## src/rtl/gcp_pkg.sv

```systemverilog
// glyph cache probe: shared types, constants and the start-slot hash
`timescale 1ns / 1ps

package gcp_pkg;

    localparam int NUM_SETS_DEF    = 64;
    localparam int PROBE_DEPTH_DEF = 5;

    localparam int TAG_W   = 48;
    localparam int CNT_W   = 31;
    localparam int SLOT_W  = 7;
    localparam int WIN_W   = 16;
    localparam int HASH_W  = 32;
    localparam int RENORM_SHIFT = 2;

    localparam logic [WIN_W-1:0]  WIN_RESET = 16'd500;
    localparam logic [HASH_W-1:0] HASH_MULT = 32'd17;

    typedef struct packed {
        logic [15:0] font_id;
        logic [15:0] glyph_offset;
        logic [7:0]  glyph_height;
        logic [7:0]  glyph_ascent;
    } t_in_item;

    typedef struct packed {
        logic              hit;
        logic [SLOT_W-1:0] slot;
        logic              evicted_recent;
        logic [CNT_W-1:0]  stamp;
    } t_out_item;

    typedef struct packed {
        logic tag_eq;
        logic age_lt;
    } t_cmp_res;

    typedef enum logic [2:0] {
        ST_IDLE,
        ST_PROBE,
        ST_DECIDE,
        ST_RENORM,
        ST_WRITE
    } t_state;

    // ((id*17 + off)*17 + height + ascent), 32-bit wrapping
    function automatic logic [HASH_W-1:0] f_hash(input t_in_item it);
        logic [HASH_W-1:0] h;
        begin
            h = HASH_W'(it.font_id) * HASH_MULT + HASH_W'(it.glyph_offset);
            h = h * HASH_MULT + HASH_W'(it.glyph_height) + HASH_W'(it.glyph_ascent);
            return h;
        end
    endfunction

endpackage

```

## src/rtl/gcp_cmp.sv

```systemverilog
// glyph cache probe: shared compare unit for tag match and age ordering
`timescale 1ns / 1ps

module gcp_cmp
    import gcp_pkg::*;
(
    input  logic [TAG_W-1:0] i_tag_a,
    input  logic [TAG_W-1:0] i_tag_b,
    input  logic [CNT_W-1:0] i_age_a,
    input  logic [CNT_W-1:0] i_age_b,
    output t_cmp_res         o_res
);

    always_comb begin
        o_res.tag_eq = (i_tag_a == i_tag_b);
        o_res.age_lt = (i_age_a < i_age_b);
    end

endmodule

```

## config.mk

```make
export PLATFORM = sky130hd
export DESIGN_NAME = gcp_cmp
export DESIGN_NICKNAME = d
export VERILOG_FILES = /design/src/rtl/gcp_pkg.sv /design/src/rtl/gcp_cmp.sv
export SDC_FILE = /design/constraint.sdc
export NUM_CORES = 1
export LEC_CHECK = 0
export BUFFER_PORTS_ARGS = -buffer_cell sky130_fd_sc_hd__buf_2
export CORE_MARGIN = 8
export CORE_UTILIZATION = 31
export DETAILED_ROUTE_END_ITERATION = 16
export GPL_ROUTABILITY_DRIVEN = 0
export PLACE_DENSITY = 0.81
export SLEW_MARGIN = 20
export SYNTH_ARGS = -nofsm -noshare
export SYNTH_HDL_FRONTEND = slang
export SYNTH_SLANG_ARGS = --single-unit
```

## constraint.sdc

```tcl
create_clock -name vclk -period 1.35
set_input_delay 0.135 -clock vclk [all_inputs]
set_output_delay 0.135 -clock vclk [all_outputs]
set_load 0.01 [all_outputs]
```

==> flow_summary.toml <==
[outcome]
outcome = "finished, violations left"
violations = "negative setup slack"

[worst_setup_path]
cp.required_ns = 1.22
max_stage_delay_ns = 0.31
cp-start-kind = "input port"
worstPathArrival_ns = 1.47
cp_slowest_cell = "ha_1"
cp_cell_sequence = "buf_2 > ha_1 > a21oi_2 > o21ai_1 > a221oi_2 > o21ai_1 > a31oi_1 > buf_2"
path_buf_inv = 2
endpoint_kind = "output pin"
crit_type = "in -> out"
cp_top_family = "compound AO/OA/AOI/OAI gates"
critPathMaxFanout = 2

[timing]
slew_headroom_pct = 80.9
period_share_pct = 119
tightest_slew_ns = 0.284
fin_crit_ns = 1.61
finalSetupViolations = 1
drv_slew = 0
hold_viol = 0
fin_ws_ns = -0.255
fmax_mhz = 623
setup_tns_ns = -0.255
rsz0062_at_grt = "yes"

[power]
power.density_mw_per_mm2 = 285
vdd_ir_drop_max_uv = 146
p_leak_nw = 1.39

[grt]
overflow = 0
grt_pass1_wl_um = 8430
antenna_found_initial = 1
grt_start_max_net_pins = 5
grt_pass1_vias = 1932
grt_use_total_pct = 16.3

[die]
num_io_pins = 160
coreArea_mm2 = 0.00397
die_w_um = 79.8
start_util_pct = 31.8
rows = 23
die_height_um = 79.8
die_area_mm2 = 0.00638

[finish]
finalNetCount = 526
flops_and_latches = 0
drive_gt1_share_pct = 56.8
layout_common_cells = "148 x buf_2, 45 x xor2_1, 26 x inv_1"
regArea_um2 = 0
layout_commonest_cell = "buf_2"
syn2layout_area_growth_pct = 93.9
nClkBuffers = 0

[logic_synthesis]
synth_top_area_share_pct = 33.3
netlist_area_mm2 = 0.00126
yosys.area.top_type = "xor2_1"
synth-warning-count = 0
synthCells = 172
synth_area_leaders = "xor2_1 33%, ha_1 30%, inv_1 8.9%"
avgSynthCellArea_um2 = 7.35
synthesis.nets = 360
ys_types = 19
ys_seq_area_share_pct = 0

[drt]
postRouteAntennaNets = 0
drc = 0
vias = 1772
routed_wl_um = 5890
via_per_inst = 4.58
drt_pass1_iterations = 4
wire_per_inst_um = 15.2
drt_iter0_markers = 19

[min_path]
hold_depth = 6
hold_end = "o_res[1]"
hold_class = "in -> out"
min_from = "i_tag_b[19]"

[placement]
portBuffers = 160
dp_hpwl_um = 5340
dp_slack_ns = -0.296

[job]
drv_cap = 0

[clock_network]
cts_hold_buf = 0
[metal layers]
metal  wire length [µm]  share of wire, %  up-vias  track usage, %
li1                   -                 -      921               -
met1               1880                32      748            13.8
met2               3320                56       97            34.6
met3                608                10        6            6.42
met4                 77               1.3        0            2.00
met5                  0                 0        -               0
[worst max-delay path by stage]
| stage | start | endpoint | depth (start not counted) | slack (ns) |
|---|---|---|---|---|
| 2_1_floorplan | i_age_b[28] | o_res[0] | 7 | -0.003 |
| 3_3_place_gp | i_age_b[2] | o_res[0] | 9 | -0.28 |
| 3_5_place_dp | i_age_a[2] | o_res[0] | 8 | -0.30 |
| 4_1_cts | i_age_a[29] | o_res[0] | 9 | -0.22 |
| 5_1_grt | i_age_a[20] | o_res[0] | 8 | -0.32 |
| 6_report | i_age_a[20] | o_res[0] | 8 | -0.26 |
[what timing repair did]
action,in CTS,in global routing
setup endpoints to repair,2,2
gates resized for setup,10,32
cloned,0,0
setup buffers,0,0
pin swaps,3,22
[synth_stat cells, types with 2 or more instances]
cell type,number
xor2_1,48
ha_1,30
inv_1,30
a21oi_1,14
nor4_1,13
nand2_1,11
nand4_1,6
o21ai_0,6
nor2_1,3
a21o_1,2
[worst min-delay path, cell delays in order]
cell and delay (ns):
buf_2 0.08, xor2_1 0.13, nor4_1 0.06, nand4_1 0.06, nor3_1 0.04, buf_2 0.13
[power breakdown]
part           switching [mW]  internal [mW]     total, mW
clock                       0   0.0000000990  0.0000000990
sequential                  0              0             0
combinational           0.303          0.394         0.698
[per-stage QoR]
stage	cells	utilization, %	total power, mW	instance area (µm²)	hold WS [ns]
after floorplan	172	-	0.277	1310	0.545
after global placement	387	55.6	0.581	2210	0.770
after detailed placement	387	55.6	0.604	2210	0.772
after CTS	387	56.8	0.628	2260	0.774
after global routing	387	61.7	0.777	2450	0.804
final	387	61.7	0.698	2450	0.781
[layout make-up]
class / count / area [µm²]
Antenna cell: 1 / 2.50
Timing Repair Buffer: 164 / 910
Fill cell: 358 / 1520
Inverter: 30 / 125
Multi-Input combinational cell: 142 / 1350
Tap cell: 50 / 62.6
[kinds of logic after synthesis]
kind of cell             after synthesis  share of synthesized area, %
AO/OA/AOI/OAI                         27                          12.6
XOR/XNOR                              48                          33.3
adder cells (fa/ha/maj)               30                          29.7
buffers and inverters                 30                          8.91
AND/OR/NAND/NOR                       37                          15.5
Power figures use the tool's default switching activity.
